==> src/rtl/core/assert_macros.svh <==
// Assertion helpers; clk and arst_n are taken from the using module.
`ifndef ASSERT_MACROS_SVH
`define ASSERT_MACROS_SVH
`ifndef SYNTHESIS
`define TSLF_ASSERT_IMP(lbl, ante, cons) \
	lbl: assert property (@(posedge clk) disable iff (!arst_n) (ante) |-> (cons)) \
		else $error("tslf assertion failed");
`define TSLF_ASSERT_NXT(lbl, ante, cons) \
	lbl: assert property (@(posedge clk) disable iff (!arst_n) (ante) |=> (cons)) \
		else $error("tslf assertion failed");
`else
`define TSLF_ASSERT_IMP(lbl, ante, cons)
`define TSLF_ASSERT_NXT(lbl, ante, cons)
`endif
`endif

==> src/rtl/core/tslf_pkg.sv <==
package tslf_pkg;

	typedef enum logic [2:0] {
		REG_BASE     = 3'd0,
		REG_TURN     = 3'd1,
		REG_SPIN     = 3'd2,
		REG_DEBOUNCE = 3'd3,
		REG_TIMEOUT  = 3'd4,
		REG_INV_L    = 3'd5,
		REG_INV_R    = 3'd6
	} reg_idx_t;

	typedef enum logic [1:0] {
		SIDE_UNKNOWN = 2'd0,
		SIDE_LEFT    = 2'd1,
		SIDE_RIGHT   = 2'd2
	} side_t;

	typedef enum logic [2:0] {
		MODE_BOTH    = 3'd0,
		MODE_LEFT    = 3'd1,
		MODE_RIGHT   = 3'd2,
		MODE_RECOVER = 3'd3,
		MODE_SPIN    = 3'd4
	} mode_t;

	typedef struct packed {
		logic [7:0]  base;
		logic [7:0]  turn;
		logic [7:0]  spin;
		logic [7:0]  debounce;
		logic [15:0] timeout;
		logic        inv_l;
		logic        inv_r;
	} cfg_t;

	typedef struct packed {
		logic [7:0]  left_run;
		logic [7:0]  right_run;
		side_t       last_side;
		logic [31:0] last_seen;
		logic        spin_phase;
	} track_t;

	typedef struct packed {
		logic signed [8:0] left_speed;
		logic signed [8:0] right_speed;
		mode_t             mode;
	} cmd_t;

	localparam logic [7:0]  RUN_MAX    = 8'd255;
	// x/3 as (x*683)>>11, exact for 0 <= x < 1024
	localparam logic [9:0]  DIV3_MUL   = 10'd683;
	localparam int          DIV3_SHIFT = 11;

	localparam cfg_t CFG_RESET = '{
		base:     8'd80,
		turn:     8'd70,
		spin:     8'd60,
		debounce: 8'd1,
		timeout:  16'd400,
		inv_l:    1'b0,
		inv_r:    1'b0
	};

endpackage

==> src/rtl/core/tslf_steer.sv <==
module tslf_steer (
	input  tslf_pkg::cfg_t   cfg,
	input  tslf_pkg::track_t track,
	input  logic             left_raw,
	input  logic             right_raw,
	input  logic [31:0]      now_ms,
	output tslf_pkg::track_t track_next,
	output tslf_pkg::cmd_t   cmd
);
	import tslf_pkg::*;

	logic [7:0]         lrun, rrun;
	logic               ld, rd;
	logic signed [8:0]  base_s, spin_s, inner_s;
	logic [10:0]        x3;
	logic               x_neg;
	logic [9:0]         x_mag;
	logic [19:0]        prod;
	logic signed [8:0]  soft_s;
	logic [31:0]        elapsed;
	logic               recent;
	logic signed [8:0]  lv, rv;

	always_comb begin
		lrun = left_raw ? ((track.left_run == RUN_MAX) ? RUN_MAX : track.left_run + 8'd1) : 8'd0;
		rrun = right_raw ? ((track.right_run == RUN_MAX) ? RUN_MAX : track.right_run + 8'd1)
			: 8'd0;
		ld = lrun >= cfg.debounce;
		rd = rrun >= cfg.debounce;

		base_s  = signed'({1'b0, cfg.base});
		spin_s  = signed'({1'b0, cfg.spin});
		inner_s = base_s - signed'({1'b0, cfg.turn});

		// soft = (3*base - 2*turn)/3, truncated toward zero
		x3     = {2'b00, cfg.base, 1'b0} + {3'b000, cfg.base} - {2'b00, cfg.turn, 1'b0};
		x_neg  = x3[10];
		x_mag  = x_neg ? 10'(-x3) : x3[9:0];
		prod   = x_mag * DIV3_MUL;
		soft_s = x_neg ? -signed'(prod[19:DIV3_SHIFT]) : signed'(prod[19:DIV3_SHIFT]);

		elapsed = now_ms - track.last_seen;
		recent  = elapsed < {16'd0, cfg.timeout};

		track_next           = track;
		track_next.left_run  = lrun;
		track_next.right_run = rrun;
		lv = base_s;
		rv = base_s;

		if (ld || rd) begin
			track_next.last_seen = now_ms;
			if (ld && rd) begin
				cmd.mode = MODE_BOTH;
				track_next.last_side = SIDE_UNKNOWN;
			end else if (ld) begin
				cmd.mode = MODE_LEFT;
				lv = inner_s;
				track_next.last_side = SIDE_LEFT;
			end else begin
				cmd.mode = MODE_RIGHT;
				rv = inner_s;
				track_next.last_side = SIDE_RIGHT;
			end
		end else if (recent &&
				(track.last_side == SIDE_LEFT || track.last_side == SIDE_RIGHT)) begin
			cmd.mode = MODE_RECOVER;
			if (track.last_side == SIDE_LEFT) begin
				lv = soft_s;
			end else begin
				rv = soft_s;
			end
		end else begin
			cmd.mode = MODE_SPIN;
			lv = track.spin_phase ? -spin_s : spin_s;
			rv = track.spin_phase ? spin_s : -spin_s;
			track_next.spin_phase = ~track.spin_phase;
		end

		cmd.left_speed  = cfg.inv_l ? -lv : lv;
		cmd.right_speed = cfg.inv_r ? -rv : rv;
	end

endmodule

==> src/rtl/core/two_sensor_line_follow_steering_core.sv <==
// An accepted word waits in the input register until the output register, which drives
// m_tdata, is empty or m_tready is high. Throughput: one word per cycle unless m_tready stalls;
// the sensor tracking state is updated in a single pass between the input and output registers.
// Reset (arst_n low, asynchronous): configuration returns to defaults, run counters,
// last side, last-seen time and spin phase clear, both stages empty.
`include "assert_macros.svh"

module two_sensor_line_follow_steering_core (
	input  logic        clk,
	input  logic        arst_n,
	input  logic        s_tvalid,
	output logic        s_tready,
	input  logic [39:0] s_tdata,   // left_raw, right_raw, now_ms[31:0], zero pad
	output logic        m_tvalid,
	input  logic        m_tready,
	output logic [23:0] m_tdata,   // left_speed[8:0], right_speed[8:0], drive_mode[2:0], pad
	input  logic        cfg_we,
	input  logic [2:0]  cfg_index,
	input  logic [15:0] cfg_data
);
	import tslf_pkg::*;

	cfg_t        cfg_q;
	track_t      track_q, track_next;
	cmd_t        cmd_c, cmd_s2;
	logic        valid_s1, valid_s2;
	logic        left_s1, right_s1;
	logic [31:0] now_s1;
	logic        s1_move;

	assign s1_move  = valid_s1 && (!valid_s2 || m_tready);
	assign s_tready = !valid_s1 || s1_move;

	always_ff @(posedge clk or negedge arst_n) begin
		if (!arst_n) begin
			cfg_q <= CFG_RESET;
		end else if (cfg_we) begin
			unique case (cfg_index)
				REG_BASE:     cfg_q.base     <= cfg_data[7:0];
				REG_TURN:     cfg_q.turn     <= cfg_data[7:0];
				REG_SPIN:     cfg_q.spin     <= cfg_data[7:0];
				REG_DEBOUNCE: cfg_q.debounce <= cfg_data[7:0];
				REG_TIMEOUT:  cfg_q.timeout  <= cfg_data;
				REG_INV_L:    cfg_q.inv_l    <= cfg_data[0];
				REG_INV_R:    cfg_q.inv_r    <= cfg_data[0];
				default: ;
			endcase
		end
	end

	always_ff @(posedge clk or negedge arst_n) begin
		if (!arst_n) begin
			valid_s1 <= 1'b0;
		end else if (s_tready) begin
			valid_s1 <= s_tvalid;
		end
	end

	always_ff @(posedge clk) begin
		if (s_tvalid && s_tready) begin
			left_s1  <= s_tdata[0];
			right_s1 <= s_tdata[1];
			now_s1   <= s_tdata[33:2];
		end
	end

	tslf_steer u_steer (
		.cfg        (cfg_q),
		.track      (track_q),
		.left_raw   (left_s1),
		.right_raw  (right_s1),
		.now_ms     (now_s1),
		.track_next (track_next),
		.cmd        (cmd_c)
	);

	always_ff @(posedge clk or negedge arst_n) begin
		if (!arst_n) begin
			track_q <= '{left_run: 8'd0, right_run: 8'd0, last_side: SIDE_UNKNOWN,
				last_seen: 32'd0, spin_phase: 1'b0};
		end else if (s1_move) begin
			track_q <= track_next;
		end
	end

	always_ff @(posedge clk or negedge arst_n) begin
		if (!arst_n) begin
			valid_s2 <= 1'b0;
		end else if (s1_move) begin
			valid_s2 <= 1'b1;
		end else if (m_tready) begin
			valid_s2 <= 1'b0;
		end
	end

	always_ff @(posedge clk) begin
		if (s1_move) begin
			cmd_s2 <= cmd_c;
		end
	end

	assign m_tvalid = valid_s2;
	assign m_tdata  = {3'b000, cmd_s2.mode, cmd_s2.right_speed, cmd_s2.left_speed};

	`TSLF_ASSERT_NXT(a_move_fills_out, s1_move, valid_s2)
	`TSLF_ASSERT_NXT(a_spin_toggles, s1_move && cmd_c.mode == MODE_SPIN, track_q.spin_phase != $past(track_q.spin_phase))
	`TSLF_ASSERT_NXT(a_phase_holds, !(s1_move && cmd_c.mode == MODE_SPIN), $stable(track_q.spin_phase))

endmodule
==> config.mk <==
export PLATFORM = sky130hd
export DESIGN_NAME = two_sensor_line_follow_steering_core
export DESIGN_NICKNAME = d
export VERILOG_FILES = /design/src/rtl/core/tslf_pkg.sv /design/src/rtl/core/tslf_steer.sv /design/src/rtl/core/two_sensor_line_follow_steering_core.sv
export VERILOG_INCLUDE_DIRS = /design/src /design/src/rtl/core
export SDC_FILE = /design/constraint.sdc
export NUM_CORES = 1
export LEC_CHECK = 0
export BUFFER_PORTS_ARGS = -buffer_cell sky130_fd_sc_hd__buf_4
export CAP_MARGIN = 20
export CORE_MARGIN = 3
export CORE_UTILIZATION = 53
export CTS_BUF_LIST = sky130_fd_sc_hd__clkbuf_16
export DETAILED_ROUTE_END_ITERATION = 10
export GPL_TIMING_DRIVEN = 0
export PLACE_DENSITY_LB_ADDON = 0.12
export SLEW_MARGIN = 20
export SYNTH_ARGS = -nofsm -noshare
export SYNTH_HDL_FRONTEND = slang
export SYNTH_SLANG_ARGS = --single-unit
==> constraint.sdc <==
create_clock -name clk -period 23.2 [get_ports clk]
set_clock_uncertainty 0.1 [all_clocks]
set_input_delay 2.32 -clock clk [delete_from_list [all_inputs] [get_ports clk]]
set_output_delay 2.32 -clock clk [all_outputs]
set_load 0.01 [all_outputs]
# Word level (Yosys, flattened, before mapping)
# Index checks and enable logic that the tools add are counted.
[totals]
output_inout_bits = 26
regBits = 158
wordCells = 97
[classes]
multipliers = 1
n_reduce_logical = 21
muxes = 28
bitwise_logic = 3
n_addsub = 11
n_eq_ne = 10
magnitude_cmp = 3
[op_table]
columns = ["operator", "count"]
rows = [
  ["2-to-1 mux 9 bit", 15],
  ["less-than comparator 32 x 16 -> 1 bit", 1],
  ["2-to-1 mux 8 bit", 4],
  ["subtractor 32 bit", 1],
  ["negation 9 bit", 3],
  ["multiplier 10 x 10 -> 20 bit (second input constant)", 1],
  ["adder 8 x 1 -> 8 bit (second input constant)", 2],
  ["equality test 8 bit (second input constant)", 2],
  [">= comparator 8 bit", 2],
  ["AND reduction 2 bit", 8],
  ["subtractor 10 x 9 -> 11 bit", 1],
  ["adder 9 x 8 -> 10 bit", 1],
  ["2-to-1 mux 10 bit", 1],
  ["negation 10 bit", 1],
  ["equality test 3 bit (second input constant)", 3],
  ["negation 8 -> 9 bit", 1],
  ["subtractor 8 x 8 -> 9 bit", 1],
  ["2-to-1 mux 2 bit", 4],
  ["equality test 3 x 2 -> 1 bit (second input constant)", 2],
  ["2-to-1 mux 3 bit", 2],
  ["logical AND 1 bit", 4],
  ["logical OR 1 bit", 4],
  ["equality test 3 x 1 -> 1 bit (second input constant)", 1],
  ["zero test 3 bit", 1],
  ["7 further kinds", 11],
]

# Longest topological paths before layout
# Gate-level depths: netlist of run 1.
[depth]
word_depth = 12
depth_mapped = 40

# Modules after synthesis
# From an unflattened synthesis of run 1, not the netlist that was laid out.
[unflattened]
hier_cells = 1434
hier_area_um2 = 13613.1
[modules_own_cells]
columns = ["module", "area_per_inst_um2", "cells_each", "n_inst", "seq_area_each_um2"]
rows = [
  ["tslf_steer", 8003.9, 1147, 1, 0.0],
  ["two_sensor_line_follow_steering_core", 5609.1, 287, 1, 4245.3],
]

# Worst setup path before layout of run 1
# Ideal clock, no wire load.
[synth_path]
kind = "register -> register"
startpoint = "register cfg_q[43] in the netlist's numbering"
endpoint = "register cmd_s2 (netlist bit m_tdata[17]), data pin"
path_stages_with_launch = 36
path_buffers = 0
t_arrival_ps = 8620
synth_period_minus_slack_ps = 8986
path_slack_ps = 14214
cell_sequence = "dfrtp_1 -> inv_1 -> fa_1 -> inv_1 -> ha_1 -> nand2b_1 -> nand2b_1 -> a21oi_1 -> xnor2_1 -> or4b_2 -> o31ai_1 -> xnor2_1 -> ha_1 -> ha_1 -> inv_1 -> fa_1 -> inv_1 -> fa_1 -> inv_1 -> fa_1 -> inv_1 -> ha_1 -> a21o_1 -> o21bai_1 -> a31oi_1 -> mux2_2 -> a311o_1 -> ha_1 -> a31oi_1 -> xor2_1 -> mux2i_1 -> mux2i_1 -> a221o_1 -> or3b_4 -> o41ai_2 -> xor2_1"
[synth_rtl]
columns = ["item", "line", "rtl"]
rows = [
  ["from (decl)", "two_sensor_line_follow_steering_core.sv:23", "cfg_t cfg_q;"],
  ["to (signal assigned)", "two_sensor_line_follow_steering_core.sv:98", "cmd_s2 <= cmd_c;"],
  ["to (decl)", "two_sensor_line_follow_steering_core.sv:25", "cmd_t cmd_c, cmd_s2;"],
]

==> metrics.md, run 1 <==
| Metric | Value |
|---|---|
| # resized after CTS | 0 |
| Crit path max-delay family | adder cells |
| Largest net degree at the start of global routing | 104 |
| CP Max Fanout | 10 |
| Vias in the first global route | 10710 |
| Area share of the largest cell type after synthesis | 17.03% |
| Syn. warnings | 0 |
| Sink Count | 158 |
| Worst-Skew Late Latency | 450 ps |
| DP HPWL | 25.93 mm |
| Post-synth cell types | 85 |
| I/O Pins | 90 |
| Die width | 164.0 um |
| # nets final | 1804 |
| Slew HR | 26.17% |
| Core Region | 24390 um^2 |
| Via density | 5.728 |
| Ant. Diodes | 0 |
| Max Clk Rate | 96.84 MHz |
| Mapped Area | 13230 um^2 |
| Clock period minus worst slack | 10330 ps |
| Wire per inst | 17.24 um |
| CTS tree | done |
| Clock root buffer | clkbuf_16 |
| First-pass GRT wire length | 54.03 mm |
| IO Port Bufs | 79 |
| Final Max Slew Viols | 0 |
| Run status | finished clean |
| GRT busiest layer | met2 |
| GRT overflow | 0 |
| Mapped Cells | 1458 |
| Setup TNS | 0 ps |
| Worst Setup Path Type | reg2reg |
| GRT Overall Usage | 25.10% |
| Max Cap Viol | 0 |
| FFs w/ async S/R, synth | 65.19% |
| Drt total wl | 32.70 mm |
| Flops & latches, synth | 158 |
| Clock buffer depth | 2 |
| Seq/Total Area, Yosys | 32.10% |
| Initial antenna violation count | 0 |
| Number of flops mapped to enable cells by yosys | 55 |
| Placer Congestion | 0.9307 |
| Initial Util | 54.23% |
| Syn avg cell area | 9.072 um^2 |
| Die area | 26890 um^2 |
| Met1 Use GR | 32.38% |
| Multi-input logic area | 8208 um^2 |
| Largest area contributor in the synthesized netlist | dfrtp_1 |
| Cts hold-fix bufs | 0 |
| Synth area leaders | dfrtp_1, ha_1, edfxtp_1 |
| Proportion of layout cells with a drive suffix above 1 | 12.33% |
| Critical Path Source Type | register |
| Chip Height | 164.0 um |
| M2 GR Usage | 43.42% |
| H-tree level count | 4 |
| Setup bufs post-CTS | 0 |
| GR met3 Demand/Resource | 3.657% |
| Final setup fails | 0 |
| Critical Path Slowest Stage Cell | fa_1 |
| Commonest non-fill, non-tap cells in the layout | inv_1, ha_1, nand2_1, o21ai_0, dfrtp_1 |
| Final Hold Violating Endpoints | 0 |
| Max incr delay on CP | 670 ps |
| Final-layout fill cell count | 2196 |
| Worst-Margin Slew | 1103 ps |
| Commonest non-fill, non-tap cell in the layout | inv_1 |
| Final Cycle Share | 44.51% |
| Clock slew at reported path FFs | 80 ps |
| CP arrival | 10480 ps |
| Vias post-DR | 10870 |
| Crit path capture type | register |
| Std cell rows | 57 |
| Remaining DRCs | 0 |
| DRT Pass-1 Iters | 5 |
| Post-synth top flop | dfrtp_1 |
| Worst path most repeated cell | inv_1 |
| WP buf/inv | 6 |
| P&R area growth vs syn | 12.60% |
| Initial DRC count | 786 |
| RSZ-0062 raised after global routing | no |
| Final ANT Viol Nets | 0 |
| Hold crit path type | reg2reg |
| Total area of sequential cells | 4245 um^2 |
| TritonCTS Buffers | 17 |
| Worst path required time | 23350 ps |
worst min-delay path: stages, from the launching register on:
cell	delay, ps
edfxtp_1	340
nand2_1	50
o21ai_0	60
final timing paths:
kind,from,endpoint,slack [ps],depth (start not counted)
worst max-delay path,cfg_q[42],m_tdata[17],12870,32
worst min-delay path,now_s1[16],track_q[17],380,2
worst max register to register,cfg_q[42],m_tdata[17],12870,32
worst min register to register,now_s1[16],track_q[17],380,2
max in group asynchronous,arst_n,cfg_q[41],20420,1
min in group asynchronous,arst_n,track_q[5],1860,1
synth_stat cells (7+ instances only):
cell and n:
a211o_1 8, a211oi_1 9, a21o_1 30, a21oi_1 84
a22oi_1 9, a31oi_1 20, and2_1 9, and3_1 9
buf_2 7, clkbuf_1 29, dfrtp_1 90, dfstp_2 13
edfxtp_1 55, fa_1 31, ha_1 149, inv_1 160
mux2_2 32, mux2i_1 15, nand2_1 147, nand2b_1 18
nand3_1 22, nand4_1 17, nor2_1 81, nor2b_1 11
nor3_1 30, nor3b_1 8, nor4_1 9, o211ai_1 15
o21a_1 10, o21ai_0 112, o21ai_1 9, o21bai_1 8
o31ai_1 9, xnor2_1 52, xor2_1 34
sequential cells by signal (all words and copies together) (netlist names):
| register | cells |
|---|---|
| left_s1 | 1 |
| m_tvalid | 1 |
| now_s1 | 32 |
| track_q | 51 |
| m_tdata | 21 |
| valid_s1 | 1 |
| right_s1 | 1 |
| cfg_q | 50 |
cell families (layout without fill, tap and decap cells):
logic type                 count (synthesis)  count (layout)  synth area share [%]
and+or+nand+nor                          396             396                 14.68
AOI/OAI and AO/OA                        384             384                 18.74
buffers and inverters                    205             318                 5.998
adders and majority gates                180             180                 18.79
DFF                                      158             158                 32.10
xor gates and xnor gates                  86              86                 5.695
muxes                                     48              48                 3.973
other                                      1               3               0.02835
per-stage QoR:
step / std cells / hold slack, ps / utilization (%) / setup slack, ps / cell area (um^2)
finish: 1897 / 379.5 / 61.06 / 12870 / 14890
global route: 1897 / 406.6 / 61.06 / 12360 / 14890
CTS: 1897 / 388.3 / 61.06 / 12870 / 14890
detailed placement: 1865 / 376.0 / 58.62 / 12930 / 14300
global placement: 1863 / 364.7 / 58.35 / 12960 / 14230
floorplan: 1460 / 356.0 / - / 14210 / 13230
routing by layer:
metal | vias up | routed length (um)
met4 | 0 | 990
met2 | 252 | 15990
met1 | 5145 | 14370
met3 | 61 | 1350
li1 | 5408 | -
met5 | - | 0
final cells by class:
class                   instances  share of cell area (%)
multi-input cells            1097                   55.11
flip-flops and latches        158                   28.51
repair buffers                 81                   4.327
inverters                     162                   4.083
clock buffers                  17                   2.856
well taps                     324                   2.722
plain buffers                  43                   1.252
clock inverters                15                   1.143
Power of run 1 is left out: the tool's default activity adds up to more than one toggle a clock period on the data nets, which glitch-free logic cannot reach.
==> inputs of run 2 (changes only) <==
Settings changed: ABC_AREA from default to 1.
Clock period 23.2 ns to 9.64 ns, I/O delays scaled along.
==> metrics.md, run 2 <==
| Metric | Value |
|---|---|
| Worst path most repeated cell | inv_1 |
| Most flops, register | track_q |
| First-pass GRT wire length | 59.30 mm (+9.7%) |
| Sink Count | 158 (unchanged) |
| Mapped Area | 14460 um^2 (+9.3%) |
| Vias in the first global route | 12660 (+18%) |
| I/O Pins | 90 (unchanged) |
| Via density | 5.200 (-9.2%) |
| Initial Util | 54.72% (+0.49 points) |
| Max FFs per register | 51 (unchanged) |
| Proportion of layout cells with a drive suffix above 1 | 11.15% (-1.2 points) |
| Max Clk Rate | 111.3 MHz (+15%) |
| Remaining DRCs | 0 (unchanged) |
| Slew HR | 35.70% (+9.5 points) |
| Mapped Cells | 2030 (+39%) |
| Number of flops mapped to enable cells by yosys | 55 (unchanged) |
| P&R area growth vs syn | 11.33% |
| Post-synth top flop | dfrtp_1 |
| Commonest non-fill, non-tap cell in the layout | nand2_1 |
| DP HPWL | 29.15 mm (+12%) |
| H-tree level count | 4 (unchanged) |
| CTS tree | done |
| Largest regs | track_q (51), cfg_q (50), now_s1 (32) |
| Largest net degree at the start of global routing | 104 (unchanged) |
| Die width | 171.2 um (+4.4%) |
| Worst-Margin Slew | 964.5 ps (-138.9 ps) |
| Ant. Diodes | 0 (unchanged) |
| Run status | finished clean |
| Syn avg cell area | 7.124 um^2 (-21%) |
| GRT overflow | 0 (unchanged) |
| Initial DRC count | 720 (-8.4%) |
| Hold crit path type | reg2reg |
| Critical Path Source Type | register |
| Critical Path Slowest Stage Cell | dfrtp_1 |
| Flops & latches, synth | 158 (unchanged) |
| # nets final | 2375 (+32%) |
| R2r setup slk | 650 ps (-12220 ps) |
| RSZ-0062 raised after global routing | no |
| Clock period minus worst slack | 8985 ps (-1341 ps) |
| Cts hold-fix bufs | 0 (unchanged) |
| Chip Height | 171.2 um (+4.4%) |
| Final Hold Violating Endpoints | 0 (unchanged) |
| Capturing point of the worst reg2reg path | m_tdata[15] |
| Reg-to-Reg Start | cfg_q[42] |
| Max incr delay on CP | 650 ps (-20 ps) |
| Drt total wl | 35.32 mm (+8.0%) |
| Final setup fails | 0 (unchanged) |
| Final ANT Viol Nets | 0 (unchanged) |
| Syn. warnings | 0 (unchanged) |
| CP Max Fanout | 10 (unchanged) |
| Std cell rows | 59 (+3.5%) |
| CP arrival | 9070 ps (-1410 ps) |
| Clock slew at reported path FFs | 70 ps (about the same) |
| FFs w/ async S/R, synth | 65.19% (unchanged) |
| Clock root buffer | clkbuf_16 |
| Final Cycle Share | 93.21% (+49 points) |
| Core Region | 26430 um^2 (+8.4%) |
| Seq/Total Area, Yosys | 29.36% (-2.7 points) |
| Post-synth cell types | 54 (-36%) |
| Initial antenna violation count | 0 (unchanged) |
| IO Port Bufs | 80 (+1.3%) |
| Worst Setup Path Type | reg2reg |
| Die area | 29300 um^2 (+9.0%) |
| GRT Overall Usage | 25.02% (-0.077 points) |
| Commonest non-fill, non-tap cells in the layout | nand2_1, inv_1, ha_1, o21ai_0, nor2_1 |
| Worst-Skew Late Latency | 430 ps (-20 ps) |
| Max Cap Viol | 0 (unchanged) |
| Largest area contributor in the synthesized netlist | nand2_1 |
| Worst path required time | 9730 ps (-13620 ps) |
| Clock buffer depth | 2 (unchanged) |
| Wire per inst | 14.25 um (-17%) |
| Setup TNS | 0 ps (unchanged) |
| Synth area leaders | nand2_1, dfrtp_1, ha_1 |
| Top post-synthesis cells by count | nand2_1, inv_1, ha_1 |
| DRT Pass-1 Iters | 5 (unchanged) |
| Vias post-DR | 12890 (+19%) |
| Reg2Reg Depth | 39 (+22%) |
| Hold path start | now_s1[4] |
| TritonCTS Buffers | 17 (unchanged) |
| CP startpoint | cfg_q[42] |
| Crit path capture type | register |
| Final Max Slew Viols | 0 (unchanged) |
| Critical Path Sink | m_tdata[15] |
| Placer Congestion | 0.9360 (+0.57%) |
| Area share of the largest cell type after synthesis | 15.68% (-1.4 points) |
| Most common cell in the synthesized netlist | nand2_1 |
==> run 2: cell types whose count changed in the layout (fill, tap and decap cells not counted), sizes merged, moves of 18 or more <==
cell,change
nand3,+88
nand2,+485
a21o,-26
nor2,+70
mux2,-33
nand2b,-18
xnor2,-33
inv,+211
==> run 2: timing repair <==
action                     in CTS  in global routing
gates resized for setup         0                  7
setup endpoints to repair       0                 10
buffers inserted                0                  0
hold endpoints to repair        0                  0
==> run 2: routing by layer <==
metal  global-route usage (%)  share of wire, %
met1                    31.87                45
met2                    45.27                49
met3                    2.919               3.5
met4                    6.543               2.2
met5                        0                 0
==> run 2: worst min path at each step <==
stage	to	cells past startpoint
4_1_cts	cfg_q[7]	2
3_3_place_gp	cfg_q[2]	2
2_1_floorplan	cfg_q[2]	2
3_5_place_dp	cfg_q[2]	2
6_report	track_q[5]	2
5_1_grt	track_q[16]	2
==> run 2: stage by stage <==
stage	cells	worst slack, ps	cell area (um^2)	hold slack (ps)	utilization [%]
2_1_floorplan	2032	1483	14470	352.9	-
4_1_cts	2479	386.3	16070	394.5	60.79
3_5_place_dp	2447	394.1	15490	377.6	58.63
5_1_grt	2479	25.31	16100	408.2	60.92
6_report	2479	654.8	16100	392.3	60.92
3_3_place_gp	2447	504.6	15490	369.8	58.61
==> run 2: kinds of logic after synthesis <==
family,Yosys count,synth area share [%]
other,1,0.02593
buffers and inverters,404,10.60
AO/OA/AOI/OAI,264,10.06
adder cells (fa/ha/maj),180,17.18
AND/OR/NAND/NOR,960,28.96
XOR/XNOR,63,3.816
flip-flops,158,29.36
==> run 2: critical path, delay by kind of cell, from the launching register on <==
| family | cells | cell delay (ps) |
|---|---|---|
| adder cells (fa/ha/maj) | 10 | 3980 |
| AND/OR/NAND/NOR | 14 | 1570 |
| XOR/XNOR | 4 | 990 |
| AO/OA/AOI/OAI | 5 | 800 |
| flip-flops | 1 | 650 |
| buffers and inverters | 6 | 640 |
==> run 2: final cells by class <==
cell class,count,area [um^2]
clock buffer,17,425.4
inverter,375,1411
sequential,158,4245
timing repair buffer,80,604.3
clock inverter,15,146.4
buffer,29,127.6
fill,2498,10330
tap,335,419.2
multi-input combinational,1470,8721
Power of run 2 is left out for the same reason.
